File: src/mco_pkg.sv
// Shared constants, types and helpers for the matrix chain order block.
`default_nettype none
package mco_pkg;

    localparam int DEF_MAX_MATRICES = 16;
    localparam int DEF_DIM_BITS     = 16;

    localparam int COST_W = 52;
    localparam int WIDE_W = 64;
    localparam int IDX_W  = 5;
    localparam int PAR_W  = 4;

    localparam logic [COST_W-1:0] COST_MAX = {COST_W{1'b1}};
    localparam logic [PAR_W-1:0]  PAR_MAX  = {PAR_W{1'b1}};

    // Steps of the shared cost unit
    localparam logic [1:0] CU_MUL_A  = 2'd0;
    localparam logic [1:0] CU_MUL_LO = 2'd1;
    localparam logic [1:0] CU_MUL_HI = 2'd2;

    typedef struct packed {
        logic       en;
        logic [1:0] step;
    } mco_cu_ctrl_t;

    // Clamp a wide sum to the cost range
    function automatic logic [COST_W-1:0] sat_cost(input logic [WIDE_W-1:0] v);
        if (v > WIDE_W'(COST_MAX)) begin
            sat_cost = COST_MAX;
        end else begin
            sat_cost = v[COST_W-1:0];
        end
    endfunction

endpackage
`default_nettype wire

File: src/mco_cost_unit.sv
// Shared multiply and saturating add unit for one split candidate.
`default_nettype none
module mco_cost_unit import mco_pkg::*; #(
    parameter int DIM_BITS = DEF_DIM_BITS
) (
    input  wire logic                aclk,
    input  wire mco_cu_ctrl_t        ctrl,
    input  wire logic [DIM_BITS-1:0] row_i,
    input  wire logic [DIM_BITS-1:0] col_j,
    input  wire logic [DIM_BITS-1:0] col_k,
    input  wire logic [COST_W-1:0]   cost_a,
    input  wire logic [COST_W-1:0]   cost_b,
    input  wire logic                a_zero,
    input  wire logic                b_zero,
    output logic      [COST_W-1:0]   total
);

    localparam int PW = 2 * DIM_BITS;

    logic [PW-1:0]       a_reg, a_next;
    logic [PW-1:0]       plo_reg, plo_next;
    logic [COST_W-1:0]   s_reg, s_next;
    logic [COST_W-1:0]   prod_reg, prod_next;
    logic [DIM_BITS-1:0] op_x, op_y;
    logic [PW-1:0]       mul;
    logic [COST_W-1:0]   ca_eff, cb_eff;

    // Pick multiplier operands for the current step
    always_comb begin
        unique case (ctrl.step)
            CU_MUL_LO: begin
                op_x = a_reg[DIM_BITS-1:0];
                op_y = col_j;
            end
            CU_MUL_HI: begin
                op_x = a_reg[PW-1:DIM_BITS];
                op_y = col_j;
            end
            default: begin
                op_x = row_i;
                op_y = col_k;
            end
        endcase
    end

    assign mul    = PW'(op_x) * PW'(op_y);
    assign ca_eff = a_zero ? '0 : cost_a;
    assign cb_eff = b_zero ? '0 : cost_b;

    // Advance the step registers
    always_comb begin
        a_next    = a_reg;
        plo_next  = plo_reg;
        s_next    = s_reg;
        prod_next = prod_reg;
        if (ctrl.en) begin
            unique case (ctrl.step)
                CU_MUL_A: begin
                    a_next = mul;
                    s_next = sat_cost(WIDE_W'(ca_eff) + WIDE_W'(cb_eff));
                end
                CU_MUL_LO: begin
                    plo_next = mul;
                end
                CU_MUL_HI: begin
                    prod_next = sat_cost(WIDE_W'(plo_reg) + (WIDE_W'(mul) << DIM_BITS));
                end
                default: begin
                    a_next = a_reg;
                end
            endcase
        end
    end

    always_ff @(posedge aclk) begin
        a_reg    <= a_next;
        plo_reg  <= plo_next;
        s_reg    <= s_next;
        prod_reg <= prod_next;
    end

    assign total = sat_cost(WIDE_W'(s_reg) + WIDE_W'(prod_reg));

endmodule
`default_nettype wire

File: config.mk
export PLATFORM = sky130hd
export DESIGN_NAME = mco_cost_unit
export DESIGN_NICKNAME = d
export VERILOG_FILES = /design/src/mco_pkg.sv /design/src/mco_cost_unit.sv
export SDC_FILE = /design/constraint.sdc
export NUM_CORES = 1
export LEC_CHECK = 0
export ABC_CLOCK_PERIOD_IN_PS = 19600
export CAP_MARGIN = 20
export CORE_UTILIZATION = 25
export CTS_BUF_LIST = sky130_fd_sc_hd__clkbuf_8
export CTS_CLUSTER_DIAMETER = 50
export DETAILED_ROUTE_END_ITERATION = 8
export DONT_BUFFER_PORTS = 1
export GPL_ROUTABILITY_DRIVEN = 0
export PLACE_DENSITY = 0.45
export REMOVE_ABC_BUFFERS = 1
export SYNTH_ARGS = -nofsm -noshare
export SYNTH_HDL_FRONTEND = slang
export SYNTH_SLANG_ARGS = --single-unit
File: constraint.sdc
create_clock -name aclk -period 19.6 [get_ports aclk]
set_clock_uncertainty 0.05 [all_clocks]
set_input_delay 0 -clock aclk [delete_from_list [all_inputs] [get_ports aclk]]
set_output_delay 0 -clock aclk [all_outputs]
set_load 0.005 [all_outputs]
---- Word level (Yosys, flattened, before mapping) ----
Index checks and enable logic that the tools add are counted.
storage, ports and cells
  flip-flop bits (word level) ............. 168
  bits of input ports ..................... 158
cells by class
  equal/unequal tests ..................... 2
  $add $sub $neg .......................... 3
  multiplexer cells ....................... 5
  reductions and logical operators ........ 5
  multiply operators ...................... 1
  order comparisons ....................... 3
operator list
  cell                                                                     number
  52-bit two-way mux                                                       3
  52-bit by 52-bit adder with 53-bit output                                2
  53-bit by 52-bit > comparator with 1-bit output (second input constant)  2
  49-bit by 52-bit > comparator with 1-bit output (second input constant)  1
  32-bit by 48-bit adder with 49-bit output                                1
  16-bit by 16-bit multiplier with 32-bit output                           1
  16-bit case mux with 2 select lines                                      1
  16-bit two-way mux                                                       1
  2-bit AND reduction                                                      3
  2-bit by 1-bit equality test with 1-bit output (second input constant)   1
  2-bit equality test (second input constant)                              1
  2-bit logical NOT                                                        1
  2-bit OR reduction                                                       1

---- Depth between registers and ports, before layout ----
Gate-level depths: netlist (run 1).
  depth after elaboration ................. 6
  gate-level depth with buffers ........... 36

---- Least setup slack after synthesis (run 1) ----
OpenSTA, ideal clock, no wires.
  kind .................................... in2reg
  start ................................... input ctrl[0] (netlist name)
  end ..................................... register prod_reg[41], data pin
  data required time ...................... 19.278 ns
  path slack .............................. 11.386 ns
  setup time .............................. 0.272 ns
  stages on the path ...................... 32
  arrival ................................. 7.891 ns
  cell sequence ........................... inv_1 -> ha_1 -> buf_1 -> clkbuf_1 -> nor2_1 -> a21oi_1 -> nand2_1 -> fa_1 -> fa_1 -> fa_1 -> fa_1 -> inv_1 -> fa_1 -> inv_1 -> fa_1 -> inv_1 -> ha_1 -> nand3_1 -> nor4_1 -> nor2_1 -> or3b_2 -> xor2_1 -> ha_1 -> nor2b_1 -> o21ai_0 -> or2b_2 -> nor2b_1 -> a221o_1 -> o21a_1 -> nand3_1 -> nor2_1 -> xor2_1
on the way
  longest elaborated chain between the ends .. 6
  elaborated cells on any way between the ends .. 8
  those cells by class .................... add/sub (1); mul (1); order compare (1); eq/ne (2); mux (2); reduce/logical (1)
ends and longest elaborated chain
  element                                                                                       line                 RTL
  start: declaration                                                                            mco_cost_unit.sv:7   input wire mco_cu_ctrl_t ctrl,
  2-bit equality test / 2-bit by 1-bit equality test with 1-bit output (equally long branches)  mco_cost_unit.sv:30  unique case (ctrl.step)
  2-bit OR reduction (no line)                                                                  --
  16-bit two-way mux                                                                            mco_cost_unit.sv:30
  16-bit by 16-bit multiplier with 32-bit output (*)                                            mco_cost_unit.sv:46  assign mul = PW'(op_x) * PW'(op_y);
  via mul[12]                                                                                   mco_cost_unit.sv:25  logic [PW-1:0] mul;
  32-bit by 48-bit adder with 49-bit output (*)                                                 mco_cost_unit.sv:66  prod_next = sat_cost(WIDE_W'(plo_reg) + (WIDE_W'(mul) << DIM_BITS));
  49-bit by 52-bit > comparator with 1-bit output                                               mco_pkg.sv:28        if (v > WIDE_W'(COST_MAX)) begin
  end signal: assignment                                                                        mco_cost_unit.sv:79  prod_reg <= prod_next;
  end: declaration                                                                              mco_cost_unit.sv:23  logic [COST_W-1:0] prod_reg, prod_next;
Mark *: on every way through the listed nets, which the timed path passes. The rest lies on a longest branch.
A chain may end at the register's enable or synchronous reset.

---- Worst setup path after layout (run 1) ----
Same ends and word-level chain as after synthesis.

==> flow_metrics.tcl, run 1 <==
set metrics [dict create \
    floorplan.initialDensity_pct 25.3 \
    cp_capture_type "flip-flop" \
    min_path_type "primary input to flip-flop" \
    core-area_mm2 0.0870 \
    syn2layout_area_growth_pct 7.56 \
    ios 210 \
    cts.hold.buffers_added 9 \
    fin_tns_setup_ns 0 \
    slew_viol_final 0 \
    grt_start_max_net_pins 77 \
    hold_viol 0 \
    wirelength_um 67700 \
    synth_cells 2490 \
    number_of_iterations_in_the_first_detailed_routing_pass 6 \
    synthArstFlopShare_pct 0 \
    flip_flop_count_of_the_largest_register_all_copies_and_words_added 52 \
    cts_tree "done" \
    critical_path_peak_fanout 76 \
    vias 17600 \
    min_period_ns 9.11 \
    tightestPinTransition_ns 1.07 \
    number_of_antenna_violations_at_the_first_check_in_global_routing 4 \
    synth.largest_area_cell "sky130_fd_sc_hd__edfxtp_1" \
    yosys_register_bits 165 \
    htree_levels 4 \
    path_clk_slew_ns 0.10 \
    seq_area_frac_synth_pct 22.5 \
    numCtsBuffers 17 \
    drv_cap 0 \
    reg2reg_setup_slack_ns 10.69 \
    post-route-period-util_pct 46.5 \
    dr.first_iter.drc_count 1035 \
    clock_tree.root_cell "sky130_fd_sc_hd__clkbuf_8" \
    port_buffers 0 \
    die_ht_um 299 \
    cts_num_sinks 165 \
    grt.overflow.total 0 \
    number_of_flops_mapped_to_enable_cells_by_yosys 165 \
    clock.fmax_mhz 110 \
    post_synth_num_cell_types 87 \
    route.detailed.drc 0 \
    worst_ep_required_time_ns 19.78 \
    synthTopCellsByArea "sky130_fd_sc_hd__edfxtp_1 22%, sky130_fd_sc_hd__fa_1 18%, sky130_fd_sc_hd__ha_1 13%, sky130_fd_sc_hd__nand2_1 5.6%, sky130_fd_sc_hd__inv_1 4.7%" \
    synthesis.area_mm2 0.0220 \
    synth_area_per_cell_um2 8.85 \
    later_pin_clock_latency_in_the_skew_report_ns 0.51 \
    cts.repair_timing.setup_buffer_count 0 \
    die_width_um 299 \
    synth-warning-count 0 \
    vias_per_cell 4.88 \
    synth_common_cells "329 x sky130_fd_sc_hd__nand2_1, 277 x sky130_fd_sc_hd__inv_1, 224 x sky130_fd_sc_hd__ha_1" \
    wire_per_inst_um 18.7 \
    cts-root-to-sink-buffers 2 \
    arrival_ns 9.28 \
    vias_in_the_first_global_route 17900 \
    hpwl_um 56300 \
    rsz_0062_raised_after_global_routing "false" \
    synth.most_common_cell "sky130_fd_sc_hd__nand2_1" \
    die-area_mm2 0.0893 \
    outcome "completed" \
    rows 108 \
    synth_top_area_share_pct 22.5 \
    cpPeakStageDelay_ns 0.97 \
    design.final.nets 3023 \
    wire_length_of_the_first_global_routing_pass_um 104000 \
    critical_path_class "primary input to flip-flop" \
    path_common_cell "sky130_fd_sc_hd__fa_1" \
    timing.final.setup_violations 0 \
    antenna_left 0 \
    worst_path_max_delay_cell "sky130_fd_sc_hd__mux2i_2" \
    synthFlopType "sky130_fd_sc_hd__edfxtp_1" \
    slew-limit-headroom_pct 27.5 \
    start_kind "primary input" \
    post_cts_resized 0 \
    post_route_cells_drive_above_1_share_pct 4.44 \
    globalRouteTotalUtil_pct 15.0 \
]
-- worst max-delay path: cells and delay by family --
kind            cells  cell delay, ns
simple gates       10            1.99
fa+ha+maj           9            4.10
xor+xnor            2            0.51
compound gates      3            0.67
buf+inv             6            0.90
mux                 1            0.97
-- routing by layer --
| layer | GRT usage (%) | wire length [um] |
|---|---|---|
| met1 | 19.2 | 29200 |
| met4 | 4.43 | 1790 |
| met2 | 25.9 | 33700 |
| met3 | 2.36 | 3040 |
| met5 | 0 | 38 |
-- cells in the final DEF, fill, tap and decap left out, types with 26 or more instances in the layout --
cell type / count
sky130_fd_sc_hd__a21o_1: 74
sky130_fd_sc_hd__o21ai_0: 91
sky130_fd_sc_hd__nor2b_1: 117
sky130_fd_sc_hd__nor2_1: 211
sky130_fd_sc_hd__fa_1: 197
sky130_fd_sc_hd__edfxtp_1: 165
sky130_fd_sc_hd__xnor2_1: 90
sky130_fd_sc_hd__a211oi_1: 29
sky130_fd_sc_hd__a21oi_1: 158
sky130_fd_sc_hd__nand4_1: 26
sky130_fd_sc_hd__xor2_1: 49
sky130_fd_sc_hd__inv_1: 277
sky130_fd_sc_hd__nor3_1: 33
sky130_fd_sc_hd__o21bai_1: 34
sky130_fd_sc_hd__ha_1: 223
sky130_fd_sc_hd__nand3_1: 31
sky130_fd_sc_hd__nand2_1: 329
-- stage by stage --
stage	cells	utilization, %	instance area [um2]	hold WS [ns]	setup WS, ns
3_3_place_gp	3571	26.7	23200	0.352	10.23
5_1_grt	3613	27.2	23700	0.0166	10.10
6_report	3613	27.2	23700	0.0371	10.49
2_1_floorplan	2396	-	21600	0.339	10.25
3_5_place_dp	3571	26.7	23200	0.350	10.02
4_1_cts	3612	27.2	23700	0.00206	10.56
-- final timing paths --
| path | startpoint | to | depth (start not counted) |
|---|---|---|---|
| worst min register to register | plo_reg[2] | prod_reg[2] | 0 |
| worst min-delay path | cost_a[7] | s_reg[7] | 4 |
| worst max register to register | a_reg[19] | prod_reg[41] | 29 |
| worst max-delay path | ctrl[0] | prod_reg[41] | 31 |
-- final cells by class --
cell class                      instances  area (um2)
Antenna cell                            1        2.50
Sequential cell                       165        4950
Fill cell                            9401       63300
Timing Repair Buffer                   29         240
Inverter                              277        1040
Tap cell                             1155        1450
Clock buffer                           17         234
Clock inverter                         15         140
Multi-Input combinational cell       1954       15600
-- logic make-up after synthesis --
group	Yosys count	share of synthesized area [%]
DFF	165	22.5
and+or+nand+nor	837	17.7
adders and majority gates	421	30.6
xor gates and xnor gates	140	5.60
AOI/OAI and AO/OA	522	15.3
muxes	34	1.63
buffers and inverters	371	6.64
Power of run 1 is not shown: default switching activity piles up to over one toggle a cycle in this logic, so the estimate is an artifact.
==> run 2, diff against run 1 <==
ABC_AREA = 1   (was default)
ABC_CLOCK_PERIOD_IN_PS = 8500   (was 19600)
clock period = 8.5 ns   (was 19.6 ns; I/O delays follow)
==> flow_metrics.tcl, run 2 <==
set metrics [dict create \
    outcome "completed" \
    synth.largest_area_cell "sky130_fd_sc_hd__edfxtp_1" \
    synth_area_per_cell_um2 7.21 \
    port_buffers 0 \
    min_period_ns 7.61 \
    hold_viol 0 \
    post-route-period-util_pct 89.5 \
    floorplan.initialDensity_pct 25.3 \
    post_cts_resized 0 \
    numCtsBuffers 17 \
    path_clk_slew_ns 0.11 \
    arrival_ns 7.81 \
    seq_area_frac_synth_pct 21.0 \
    number_of_antenna_violations_at_the_first_check_in_global_routing 4 \
    cts-root-to-sink-buffers 2 \
    wirelength_um 78200 \
    clock_tree.root_cell "sky130_fd_sc_hd__clkbuf_8" \
    worst_ep_required_time_ns 8.70 \
    design.final.nets 3894 \
    synthArstFlopShare_pct 0 \
    path_buf_inv 8 \
    number_of_flops_mapped_to_enable_cells_by_yosys 165 \
    post_synth_num_cell_types 43 \
    dr.first_iter.drc_count 1598 \
    grt_start_max_net_pins 53 \
    critical_path_peak_fanout 22 \
    wire_length_of_the_first_global_routing_pass_um 117000 \
    synth_common_cells "760 x sky130_fd_sc_hd__nand2_1, 681 x sky130_fd_sc_hd__inv_1, 435 x sky130_fd_sc_hd__nor2_1" \
    path_common_cell "sky130_fd_sc_hd__inv_1" \
    cts_tree "done" \
    antenna_left 0 \
    ios 210 \
    cpPeakStageDelay_ns 0.58 \
    cp_capture_type "flip-flop" \
    grt.overflow.total 0 \
    final_common_cell "sky130_fd_sc_hd__nand2_1" \
    globalRouteTotalUtil_pct 16.2 \
    core-area_mm2 0.0933 \
    vias 20800 \
    post_route_cells_drive_above_1_share_pct 5.14 \
    fin_tns_setup_ns 0 \
    die_ht_um 309 \
    slew_viol_final 0 \
    rows 112 \
    worst_path_dominant_cell_family "adder cells" \
    vias_in_the_first_global_route 19900 \
    cts.repair_timing.setup_buffer_count 0 \
    number_of_iterations_in_the_first_detailed_routing_pass 7 \
    later_pin_clock_latency_in_the_skew_report_ns 0.50 \
    timing.final.ws_setup_ns 0.891 \
    route.detailed.drc 0 \
    hpwl_um 67800 \
    layout.cells.most_common_list "760 x sky130_fd_sc_hd__nand2_1, 679 x sky130_fd_sc_hd__inv_1, 435 x sky130_fd_sc_hd__nor2_1, 223 x sky130_fd_sc_hd__ha_1, 197 x sky130_fd_sc_hd__fa_1" \
    synthTopCellsByArea "sky130_fd_sc_hd__edfxtp_1 21%, sky130_fd_sc_hd__fa_1 17%, sky130_fd_sc_hd__nand2_1 12%, sky130_fd_sc_hd__ha_1 12%, sky130_fd_sc_hd__inv_1 11%" \
    cts.hold.buffers_added 4 \
    critical_path_class "primary input to flip-flop" \
    worst_path_max_delay_cell "sky130_fd_sc_hd__ha_2" \
    die-area_mm2 0.0956 \
    flip_flop_count_of_the_largest_register_all_copies_and_words_added 52 \
    cts_num_sinks 165 \
    drv_cap 0 \
    yosys_register_bits 165 \
    synth-warning-count 0 \
    tightestPinTransition_ns 0.954 \
    wire_per_inst_um 17.1 \
    synthFlopType "sky130_fd_sc_hd__edfxtp_1" \
    syn2layout_area_growth_pct 10.2 \
    synth.most_common_cell "sky130_fd_sc_hd__nand2_1" \
    synth_cells 3273 \
    rsz_0062_raised_after_global_routing "false" \
    timing.final.setup_violations 0 \
    slew-limit-headroom_pct 35.8 \
    synthesis.area_mm2 0.0236 \
    htree_levels 4 \
    clock.fmax_mhz 131 \
    die_width_um 309 \
    start_kind "primary input" \
    min_path_type "primary input to flip-flop" \
    fin_hold_ws_ns 0.0356 \
    synth_top_area_share_pct 21.0 \
    vias_per_cell 4.53 \
    place_worst_setup_slack_ns 0.361 \
]
run 2: cell count changes in the layout (fill, tap and decap cells not counted), sizes merged, moves of 52 or more:
| cell | before | now |
|---|---|---|
| a21o | 76 | 15 |
| buf | 20 | 72 |
| inv | 285 | 695 |
| nand2 | 329 | 775 |
| nand3 | 32 | 118 |
| nor2 | 211 | 450 |
| nor2b | 117 | 0 |
run 2: area by class of cell:
class | count | area, um2
clock inverter | 15 | 191
inverter | 692 | 2600
fill | 10500 | 67300
sequential | 165 | 4950
clock buffer | 17 | 234
multi-input combinational | 2363 | 15800
tap | 1254 | 1570
timing repair buffer | 76 | 606
antenna | 1 | 2.50
run 2: kinds of logic (layout without fill, tap and decap cells):
logic type | count (synthesis) | count (layout) | synth area share [%]
and+or+nand+nor | 1417 | 1417 | 24.4
buffers and inverters | 745 | 800 | 11.9
DFF | 165 | 165 | 21.0
AOI/OAI and AO/OA | 408 | 408 | 9.68
other | 0 | 1 | 0
xor gates and xnor gates | 117 | 117 | 4.41
adders and majority gates | 421 | 421 | 28.6
run 2: path summary, 6_finish.rpt:
| kind | slack, ns | cells after the start | startpoint | endpoint |
|---|---|---|---|---|
| worst max-delay path | 0.89 | 33 | ctrl[1] | prod_reg[42] |
| worst min-delay path | 0.04 | 5 | cost_b[5] | s_reg[5] |
| worst min register to register | 0.38 | 0 | plo_reg[10] | prod_reg[10] |
| worst max register to register | 0.93 | 31 | a_reg[23] | prod_reg[39] |
run 2: worst min-delay path, delay by kind of cell:
kind | cells | cell delay (ns)
and+or+nand+nor | 2 | 0.15
xor gates and xnor gates | 1 | 0.09
buffers and inverters | 1 | 0.02
adders and majority gates | 1 | 0.21
run 2: layer usage:
layer	global-route usage, %	routed length (um)	share of wire [%]	vias up
met5	0	23	0.029	-
met3	2.28	4080	5.2	56
met4	2.87	1210	1.6	4
met1	22.8	36400	47	9959
li1	-	-	-	10300
met2	26.4	36400	47	491
run 2: metrics by stage:
step,instances,area [um2],utilization (%)
4_1_cts,4582,26000,27.9
5_1_grt,4583,26000,27.9
3_3_place_gp,4546,25500,27.4
6_report,4583,26000,27.9
3_5_place_dp,4546,25500,27.4
2_1_floorplan,3220,23400,-
Power of run 2 is left out for the same reason.
