File: src/mco_ram.sv
// Generic single-write, single-read RAM with registered read data.
`default_nettype none
module mco_ram #(
    parameter int WIDTH = 8,
    parameter int DEPTH = 16
) (
    input  wire logic                     aclk,
    input  wire logic                     we,
    input  wire logic [$clog2(DEPTH)-1:0] waddr,
    input  wire logic [WIDTH-1:0]         wdata,
    input  wire logic [$clog2(DEPTH)-1:0] raddr,
    output logic      [WIDTH-1:0]         rdata
);

    logic [WIDTH-1:0] mem [DEPTH];

    // Write port and registered read port
    always_ff @(posedge aclk) begin
        if (we) begin
            mem[waddr] <= wdata;
        end
        rdata <= mem[raddr];
    end

endmodule
`default_nettype wire

File: config.mk
export PLATFORM = sky130hd
export DESIGN_NAME = mco_ram
export DESIGN_NICKNAME = d
export VERILOG_FILES = /design/src/mco_ram.sv
export SDC_FILE = /design/constraint.sdc
export NUM_CORES = 1
export LEC_CHECK = 0
export BUFFER_PORTS_ARGS = -buffer_cell sky130_fd_sc_hd__buf_4
export CELL_PAD_IN_SITES_DETAIL_PLACEMENT = 0
export CELL_PAD_IN_SITES_GLOBAL_PLACEMENT = 1
export CORE_ASPECT_RATIO = 0.75
export CORE_MARGIN = 2
export CORE_UTILIZATION = 55
export DETAILED_ROUTE_END_ITERATION = 8
export GPL_TIMING_DRIVEN = 0
export PLACE_DENSITY_LB_ADDON = 0.2
export SETUP_SLACK_MARGIN = 0.3
export SLEW_MARGIN = 40
export SYNTH_ARGS = -nofsm -noshare
export SYNTH_HDL_FRONTEND = slang
export SYNTH_SLANG_ARGS = --single-unit
File: constraint.sdc
create_clock -name aclk -period 4.35 [get_ports aclk]
set_input_delay 0.6525 -clock aclk [delete_from_list [all_inputs] [get_ports aclk]]
set_output_delay 0.6525 -clock aclk [all_outputs]
set_load 0.05 [all_outputs]
### After elaboration in Yosys (flattened, before gate mapping)

Memory sizes are Yosys's and may differ from the RTL's. A register that Yosys moved wholly into a read port is not among the register bits.
Cells that the tools add are included.
W data, S select, Z words.

| cells by class | value |
|---|---|
| muxes and demuxes | 2 |

Operators by type and width:

| cell | count |
|---|---|
| $mux W1 | 2 |

| word-level totals | value |
|---|---|
| memory bits (writable) | 128 |
| output and inout bits | 8 |
| flip-flop bits (word level) | 0 |
| memories kept | 1 |

Memory list:

| name | words | width | rd ports | clocked after memory_dff | write ports | line | RTL |
|---|---|---|---|---|---|---|---|
| mem | 16 | 8 | 1 | 1 | 1 | 15 | `logic [WIDTH-1:0] mem [DEPTH];` |

### Longest topological paths before layout

Gate-level depths: netlist (run 1).

| logic depth | value |
|---|---|
| depth after elaboration | 2 |
| depth in mapped cells | 5 |
| gate-level depth less buffers | 3 |

### Worst setup path after synthesis (run 1)

No wires, ideal clock.

| timing | value |
|---|---|
| path type | input -> register |
| from | input port waddr[2] |
| to | memory mem[0][0] (enable) |
| data required time | 3.967 ns |
| stages | 2 |
| path buffers | 0 |
| library setup time | 0.383 ns |
| data arrival time | 1.762 ns |
| setup slack | 2.205 ns |
| cells stage by stage | or3b_2 > nor3_1 |

RTL lines:

| what | line | RTL |
|---|---|---|
| start: declaration | 9 | `input wire logic [$clog2(DEPTH)-1:0] waddr,` |
| end: declaration | 15 |  |

Straight into the memory's write port.

### Final worst setup path (run 1)

| timing | value |
|---|---|
| from | input port waddr[2] |
| to | memory mem[3][3] (enable) |

Straight into the memory's write port.

==> results of run 1 <==
power by group:
| group | leakage, nW | internal (mW) | switching [mW] |
|---|---|---|---|
| Combinational | 0.539 | 0.0681 | 0.113 |
| Clock | 0.294 | 0.946 | 0.501 |
| Sequential | 1.22 | 1.47 | 0.00740 |
| Total | 2.06 | 2.48 | 0.621 |
worst paths after layout:
check | slack, ps | startpoint | to
worst min register to register | 690 | mem[10][1] | rdata[1]
worst max register to register | 2850 | mem[5][0] | rdata[0]
worst min-delay path | 570 | wdata[5] | mem[12][5]
worst max-delay path | 2430 | waddr[2] | mem[3][3]
per-layer routing:
metal	up-vias	track usage, %
met2	102	30.0
li1	1065	-
met1	1236	32.9
met4	0	8.77
met3	12	6.37
met5	-	0
worst max-delay path: cells and delay by family:
| family | cells | cell delay (ps) |
|---|---|---|
| AND/OR/NAND/NOR | 2 | 1180 |
| buffers and inverters | 1 | 130 |
state kept, by name (all words and copies together) (netlist names):
| name | flops |
|---|---|
| mem | 128 |
| rdata | 8 |
kinds of logic (layout without fill, tap and decap cells):
kind of cell           after synthesis  count (layout)  synth area share [%]
DFF                                136             136                  77.8
and+or+nand+nor                     35              35                  3.18
muxes                               32              32                  15.0
AOI/OAI and AO/OA                   16              16                  2.33
buffers and inverters               10              66                  1.68
cells in the final DEF (no fill, tap or decap), drive strengths merged, types with 2 or more instances in the layout:
master	synthesis	layout
nand2b	2	2
clkdlybuf4s25	3	3
clkinv	0	8
clkbuf	0	20
nand2	9	9
nor3	4	4
bufinv	0	4
buf	7	31
dfxtp	8	8
a22oi	16	16
nand3b	2	2
nor2	13	13
edfxtp	128	128
mux4	32	32
cell type report:
type,count,share of cell area (%)
multi-input cells,83,17.7
clock buffers,20,7.15
plain buffers,10,1.41
clock inverters,12,2.56
well taps,128,2.62
flip-flops and latches,136,65.6
repair buffers,24,2.95
==> flow_summary.json, run 1 <==
{
  "pre_cts_slack_ps": 1950,
  "yosys-top-cells-area": "edfxtp_1 75%, mux4_2 7.9%, mux4_1 7.1%, dfxtp_1 3.1%, a22oi_1 2.3%",
  "max-clock-path-buffers": 2,
  "syn_area_per_cell_um2": 22.5,
  "grt_usage_pct": 21.6,
  "ctsHoldBuffers": 0,
  "fillCellCount": 592,
  "fp.coreArea_um2": 9080,
  "htree_levels": 4,
  "vias": 2415,
  "post-route-period-util_pct": 44.2,
  "hold_viol": 0,
  "synth_edf_count": 128,
  "worstPathRequired_ps": 4390,
  "viasPerCell": 5.85,
  "die-area_um2": 10200,
  "routabilityCongestion": 0.703,
  "wl_met1_mm": 4.47,
  "clock-root-buffer": "clkbuf_16",
  "final_util_pct": 67.2,
  "ant_nets": 0,
  "rsz0062_at_grt": "false",
  "power_density_nw_per_um2": 508,
  "placed_cell_area_um2": 5510,
  "cts_buffers": 17,
  "synth_nets": 247,
  "worstPathCellList": "buf_4 > or3b_2 > nor2_1",
  "start_util_pct": 56.7,
  "cp-end-kind": "register",
  "dominantRegCellSynth": "edfxtp_1",
  "setup_tns_ps": 0,
  "async_flop_share_pct": 0,
  "drtPass1Iterations": 4,
  "fin_ws_ps": 2430,
  "met3_length_um": 730,
  "syn_inst": 229,
  "clk_latency_ps": 420,
  "path_clk_slew_ps": 60,
  "ys_seq_area_share_pct": 77.8,
  "syn_to_final_growth_pct": 18.6,
  "setup_viol": 0,
  "drv_slew": 0,
  "drive_gt1_share_pct": 29.8,
  "seqCellArea_um2": 4000,
  "hold_depth": 1,
  "die_w_um": 116,
  "synth_seq_cells": 136,
  "antenna_found_initial": 0,
  "cp-start-kind": "primary input",
  "num_rows": 30,
  "synth_most_common_cell": "edfxtp_1",
  "peakVddDrop_mv": 0.381,
  "drt_wl_total_mm": 9.99,
  "final_cell_count_no_fill": 413,
  "cpMaxStageDelayCell": "nor2_1",
  "ys_warn_count": 0,
  "grt_pass1_vias": 2353,
  "layout_min_cycle_time_ps": 1920,
  "clock_skew_ps": 8.87,
  "critPathMaxStageDelay_ps": 640,
  "fmax_mhz": 520,
  "hold_path_class": "primary input to register",
  "wl_met2_mm": 4.66,
  "tightest_slew_ps": 797,
  "crit_arrival_ps": 1960,
  "io_buffers": 24,
  "top_layer": "met4",
  "cts.sinks": 136,
  "power_mw": 3.10,
  "synthesis.area_um2": 5150,
  "grt_max_degree": 17,
  "postCtsSetupRepairBufs": 0,
  "die_y_um": 87.8,
  "r2r_cells": 3,
  "nets": 290,
  "p_leak_nw": 2.06,
  "final_area_um2": 6110,
  "grt-ovfl-total": 0,
  "wl_per_cell_um": 24.2,
  "synthDominantCellAreaShare_pct": 74.7,
  "antenna_cells": 0,
  "path_max_fanout": 8,
  "synth_commonest_cells": "128 x edfxtp_1, 18 x mux4_2, 16 x a22oi_1",
  "maxCapViolations": 0,
  "whs_ps": 565,
  "synth.distinct_cells": 19,
  "yosys.area.top_type": "edfxtp_1",
  "crit_type": "primary input to register",
  "cts_resized": 0,
  "cts_tree": "yes",
  "dp_hpwl_mm": 6.07,
  "drc": 0,
  "multi_input_area_um2": 1080,
  "status": "complete, no violations",
  "relSlewSlack_pct": 46.5,
  "ios": 26,
  "place_inst": 381,
  "grt_pass1_wl_mm": 14.6,
  "first_iter_violations": 270
}
Power figures use the tool's default switching activity.
==> run 2, diff against run 1 <==
--- a/config.mk
+++ b/config.mk
@@ -10,7 +10,7 @@
 export CELL_PAD_IN_SITES_GLOBAL_PLACEMENT = 1
 export CORE_ASPECT_RATIO = 0.75
 export CORE_MARGIN = 2
-export CORE_UTILIZATION = 55
+export CORE_UTILIZATION = 53
 export DETAILED_ROUTE_END_ITERATION = 8
 export GPL_TIMING_DRIVEN = 0
 export PLACE_DENSITY_LB_ADDON = 0.2
==> constraint.sdc (replaced) <==
create_clock -name aclk -period 1.9 [get_ports aclk]
set_input_delay 0.285 -clock aclk [delete_from_list [all_inputs] [get_ports aclk]]
set_output_delay 0.285 -clock aclk [all_outputs]
set_load 0.05 [all_outputs]
==> run 2 against run 1 <==
Compared with the run above: sequential share of layout area is 0.16 points lower; register-to-register slack got worse by 2400 ps; utilization down 3.1 points; global-route usage is 0.76 points lower; via count shrank 0.54%; sequential cell count is the same; first-iteration DRC count down 34%; clock skew decreased by 2.2 ps; combinational power grew 130%; cell count up 0.97%; clock power up 120%.
==> flow_summary.json, run 2 (synthesis results as in run 1) <==
{
  "status": "complete, no violations",
  "top_regs": "mem x128, rdata x8",
  "reg2reg_to": "rdata[0]",
  "relSlewSlack_pct": 44.4,
  "worstPathCellList": "buf_4 > or3b_2 > nor3_2",
  "ant_nets": 0,
  "first_iter_violations": 177,
  "antenna_cells": 0,
  "rrSetupSlack_ps": 500,
  "cpMaxStageDelayCell": "nor3_2",
  "cp-end-kind": "register",
  "hold_path_class": "primary input to register",
  "rsz0062_at_grt": "false",
  "tightest_slew_ps": 831,
  "dp_hpwl_mm": 6.19,
  "drt_wl_total_mm": 9.98,
  "grt-ovfl-total": 0,
  "hold_viol": 0,
  "regMostFlops": "mem",
  "final_cell_mix": "128 x edfxtp_1, 25 x buf_4, 18 x mux4_2",
  "r2r_start": "mem[4][0]",
  "drive_gt1_share_pct": 31.2,
  "p_leak_nw": 2.05,
  "clock_skew_ps": 6.71,
  "layout.cells.most_common": "edfxtp_1",
  "grt_usage_pct": 20.9,
  "fin_ws_ps": 366,
  "post-route-period-util_pct": 80.7,
  "syn_to_final_growth_pct": 18.9,
  "setup_viol": 0,
  "antenna_found_initial": 0,
  "ios": 26,
  "cp-start-kind": "primary input",
  "start_util_pct": 53.9,
  "power_mw": 7.03,
  "die_w_um": 118,
  "grt_pass1_vias": 2360,
  "layout_min_cycle_time_ps": 1530,
  "hold_depth": 1,
  "crit_type": "primary input to register",
  "vias": 2402,
  "cts_tree": "yes",
  "cts_buffers": 17,
  "fillCellCount": 679,
  "die_y_um": 89.3,
  "final_util_pct": 64.1,
  "r2r_cells": 3,
  "drc": 0,
  "grt_pass1_wl_mm": 14.8,
  "pre_cts_slack_ps": -84.2,
  "viasPerCell": 5.76,
  "drv_slew": 0,
  "power_density_nw_per_um2": 1150,
  "peakVddDrop_mv": 0.758,
  "clk_latency_ps": 410,
  "fp.coreArea_um2": 9540,
  "fmax_mhz": 652,
  "cts.sinks": 136,
  "routabilityCongestion": 0.713,
  "maxCapViolations": 0,
  "critPathMaxStageDelay_ps": 600,
  "die-area_um2": 10500,
  "wl_per_cell_um": 23.9,
  "path_max_fanout": 8,
  "path_clk_slew_ps": 50,
  "nets": 290,
  "htree_levels": 4,
  "crit_arrival_ps": 1570,
  "place_inst": 385,
  "worstPathRequired_ps": 1930,
  "drtPass1Iterations": 4,
  "clock-root-buffer": "clkbuf_16",
  "largest_reg_flops": 128,
  "grt_max_degree": 17,
  "final_cell_count_no_fill": 417,
  "num_rows": 31,
  "max-clock-path-buffers": 2,
  "hold-path-endpoint": "mem[5][6]",
  "hold_start": "wdata[6]",
  "io_buffers": 24
}
run 2: what timing repair did:
action                                  CTS  global route
endpoints found under the setup margin    0             8
hold endpoints to repair                  0             0
setup buffers                             0             0
resized for setup                         0             1
hold buffers                              0             0
run 2: critical path, delay by kind of cell:
family        cells  cell delay [ps]
buf+inv           1              130
simple gates      2             1140
run 2: power by group:
group,internal [mW],total [mW],switching (mW)
Sequential,3.36,3.37,0.0157
Clock,2.11,3.24,1.13
Combinational,0.156,0.418,0.261
run 2: final cells by class:
| type | count | area [µm²] | area share, % |
|---|---|---|---|
| sequential | 136 | 4000 | 65.4 |
| multi-input combinational | 83 | 1100 | 17.9 |
| clock buffer | 22 | 464 | 7.58 |
| timing repair buffer | 24 | 180 | 2.94 |
| tap | 132 | 165 | 2.70 |
| clock inverter | 10 | 125 | 2.04 |
| buffer | 10 | 86.3 | 1.41 |
run 2: worst max path at each step:
stage                         from        end  cells past startpoint
after floorplan           waddr[2]  mem[3][0]                      2
after global placement    waddr[2]  mem[8][2]                      3
after detailed placement  waddr[2]  mem[2][7]                      3
after CTS                 waddr[2]  mem[2][1]                      3
after global routing      waddr[2]  mem[0][6]                      3
final                     waddr[2]  mem[0][6]                      3
run 2: routing by layer:
layer,GRT usage [%],wire length (µm),up-vias
met5,0,0,-
met4,7.89,102,0
met3,6.12,619,10
met2,30.2,4590,74
met1,30.6,4670,1257
li1,-,-,1061
run 2: per-stage QoR:
step | hold slack [ps] | setup TNS, ps | instance area, µm²
after floorplan | 384 | 0 | 5150
after global placement | 604 | -3860 | 5500
after detailed placement | 619 | -2020 | 5510
after CTS | 192 | 0 | 6100
after global routing | 209 | 0 | 6120
final | 200 | 0 | 6120
==> run 3, diff against run 2 <==
--- a/config.mk
+++ b/config.mk
@@ -5,12 +5,13 @@
 export SDC_FILE = /design/constraint.sdc
 export NUM_CORES = 1
 export LEC_CHECK = 0
+export ABC_AREA = 1
 export BUFFER_PORTS_ARGS = -buffer_cell sky130_fd_sc_hd__buf_4
 export CELL_PAD_IN_SITES_DETAIL_PLACEMENT = 0
 export CELL_PAD_IN_SITES_GLOBAL_PLACEMENT = 1
 export CORE_ASPECT_RATIO = 0.75
 export CORE_MARGIN = 2
-export CORE_UTILIZATION = 53
+export CORE_UTILIZATION = 44
 export DETAILED_ROUTE_END_ITERATION = 8
 export GPL_TIMING_DRIVEN = 0
 export PLACE_DENSITY_LB_ADDON = 0.2
==> constraint.sdc (replaced) <==
create_clock -name aclk -period 1.27 [get_ports aclk]
set_input_delay 0.1905 -clock aclk [delete_from_list [all_inputs] [get_ports aclk]]
set_output_delay 0.1905 -clock aclk [all_outputs]
set_load 0.05 [all_outputs]
==> run 3 against run 2 <==
Compared with the run above: power up 53%; sequential power up 50%; die area up 33%; critical path type is now register to output port; critical endpoint is now rdata[5]; largest cell class unchanged; largest power group unchanged; highest routed layer unchanged.
==> flow_summary.json, run 3 <==
{
  "drv_slew": 0,
  "first_iter_violations": 360,
  "seqPwrFrac_pct": 47.1,
  "wl_per_cell_um": 19.2,
  "clock_skew_ps": 8.09,
  "seqCellArea_um2": 4010,
  "maxCapViolations": 0,
  "r2r_cells": 6,
  "vias": 3863,
  "synth_seq_cells": 136,
  "io_buffers": 22,
  "p_leak_nw": 3.07,
  "dp_hpwl_mm": 9.49,
  "path_max_fanout": 1,
  "drtPass1Iterations": 6,
  "crit_buf_inv": 1,
  "hold_depth": 1,
  "drive_gt1_share_pct": 27.5,
  "critPathMaxStageDelay_ps": 340,
  "drc": 0,
  "syn_area_per_cell_um2": 10.5,
  "viasPerCell": 4.94,
  "largest_reg_flops": 128,
  "layout_min_cycle_time_ps": 1080,
  "worstPathRequired_ps": 1080,
  "relSlewSlack_pct": 68.5,
  "grt-ovfl-total": 0,
  "ios": 26,
  "power.share.clock_pct": 43.8,
  "synth_edf_count": 128,
  "ant_nets": 0,
  "cp-start-kind": "register",
  "setup_tns_ps": 0,
  "cpMaxStageDelayCell": "dfxtp_2",
  "post-route-period-util_pct": 85.2,
  "max-clock-path-buffers": 2,
  "hold_path_class": "primary input to register",
  "setup_viol": 0,
  "grt_pass1_vias": 3505,
  "grt_usage_pct": 22.7,
  "cts.sinks": 136,
  "p_int_mw": 8.19,
  "clock-root-buffer": "clkbuf_16",
  "fmax_mhz": 924,
  "syn_to_final_growth_pct": 26.6,
  "switchingPower_mw": 2.54,
  "placed_cell_area_um2": 6200,
  "fillCellCount": 1089,
  "ys_warn_count": 0,
  "routabilityCongestion": 0.819,
  "grt_max_degree": 17,
  "synth.distinct_cells": 12,
  "cts_tree": "yes",
  "comb_power_share_pct": 9.1,
  "die-area_um2": 14000,
  "synthesis.area_um2": 5770,
  "syn_inst": 551,
  "final_area_um2": 7300,
  "regMostFlops": "mem",
  "antenna_cells": 0,
  "status": "complete, no violations",
  "drt_wl_total_mm": 15.0,
  "crit_arrival_ps": 890,
  "start_util_pct": 44.8,
  "grt_pass1_wl_mm": 22.0,
  "nets": 616,
  "worstPathCellList": "buf_8",
  "async_flop_share_pct": 0,
  "fp.coreArea_um2": 12900,
  "yosys.area.top_type": "edfxtp_1",
  "synth_most_common_cell": "nand2_1",
  "crit_type": "register to output port",
  "yosys-top-cells-area": "edfxtp_1 67%, nand2_1 11%, nand3_1 8.4%, inv_1 6.5%, dfxtp_1 2.8%",
  "num_rows": 36,
  "cp-end-kind": "output port",
  "dominantRegCellSynth": "edfxtp_1",
  "layout.cells.most_common": "nand2_1",
  "die_w_um": 136,
  "cts_buffers": 17,
  "final_util_pct": 56.7,
  "place_inst": 744,
  "power_mw": 10.7,
  "synthDominantCellAreaShare_pct": 66.7,
  "final_cell_count_no_fill": 782,
  "multi_input_area_um2": 1610,
  "hold_viol": 0,
  "die_y_um": 103,
  "antenna_found_initial": 0,
  "rsz0062_at_grt": "true",
  "tightest_slew_ps": 472,
  "path_clk_slew_ps": 60,
  "synth_nets": 569,
  "swShare_pct": 23.7,
  "cp.depth": 1,
  "clk_latency_ps": 420,
  "ys_seq_area_share_pct": 69.4,
  "power_density_nw_per_um2": 1470,
  "final_cell_mix": "161 x nand2_1, 128 x edfxtp_1, 98 x inv_1",
  "cp_top_family": "flip-flops",
  "peakVddDrop_mv": 1.16,
  "synth_commonest_cells": "173 x nand2_1, 128 x edfxtp_1, 100 x inv_1",
  "top_regs": "mem x128, rdata x8",
  "htree_levels": 4
}
-- run 3: kinds of logic after synthesis --
logic type	Yosys count	synth area share (%)
and+or+nand+nor	289	21.0
buffers and inverters	126	9.52
DFF	136	69.4
-- run 3: power groups by stage --
stage               sequential, mW  combinational, mW  clock [mW]
floorplan                     5.24              0.366           0
detailed placement            5.14              0.802           0
global placement              5.13              0.798           0
global route                  5.07               1.04        4.96
finish                        5.06              0.972        4.70
CTS                           5.06              0.859        4.74
-- run 3: repair_timing --
| action | 4_1_cts | 5_1_grt |
|---|---|---|
| pin swaps | 5 | 39 |
| cloned | 0 | 0 |
| buffers inserted | 0 | 6 |
| resized for setup | 40 | 67 |
| hold buffers | 0 | 0 |
| setup endpoints to repair | 95 | 96 |
-- run 3: worst paths after layout --
| kind | slack, ps | startpoint | end |
|---|---|---|---|
| worst max-delay path | 190 | rdata[5] | rdata[5] |
| worst min-delay path | 120 | wdata[4] | mem[5][4] |
| worst max register to register | 310 | mem[9][2] | rdata[2] |
| worst min register to register | 690 | mem[11][4] | rdata[4] |
-- run 3: stage by stage --
step	hold WS, ps	setup WS [ps]
3_3_place_gp	544	-233
4_1_cts	113	163
6_report	118	188
2_1_floorplan	289	206
5_1_grt	117	156
3_5_place_dp	545	-270
-- run 3: final cells by class --
class / count / share of cell area, %
Clock inverter: 15 / 1.85
Tap cell: 171 / 2.93
Timing Repair Buffer: 28 / 4.56
Sequential cell: 136 / 55.0
Inverter: 102 / 5.29
Multi-Input combinational cell: 289 / 22.1
Buffer: 24 / 2.47
Clock buffer: 17 / 5.83
-- run 3: per-layer routing --
metal	vias up	routed length (µm)	GRT usage, %
li1	1870	-	-
met1	1858	7200	34.8
met2	124	6690	32.1
met3	11	1010	5.41
met4	0	129	6.57
met5	-	0	0
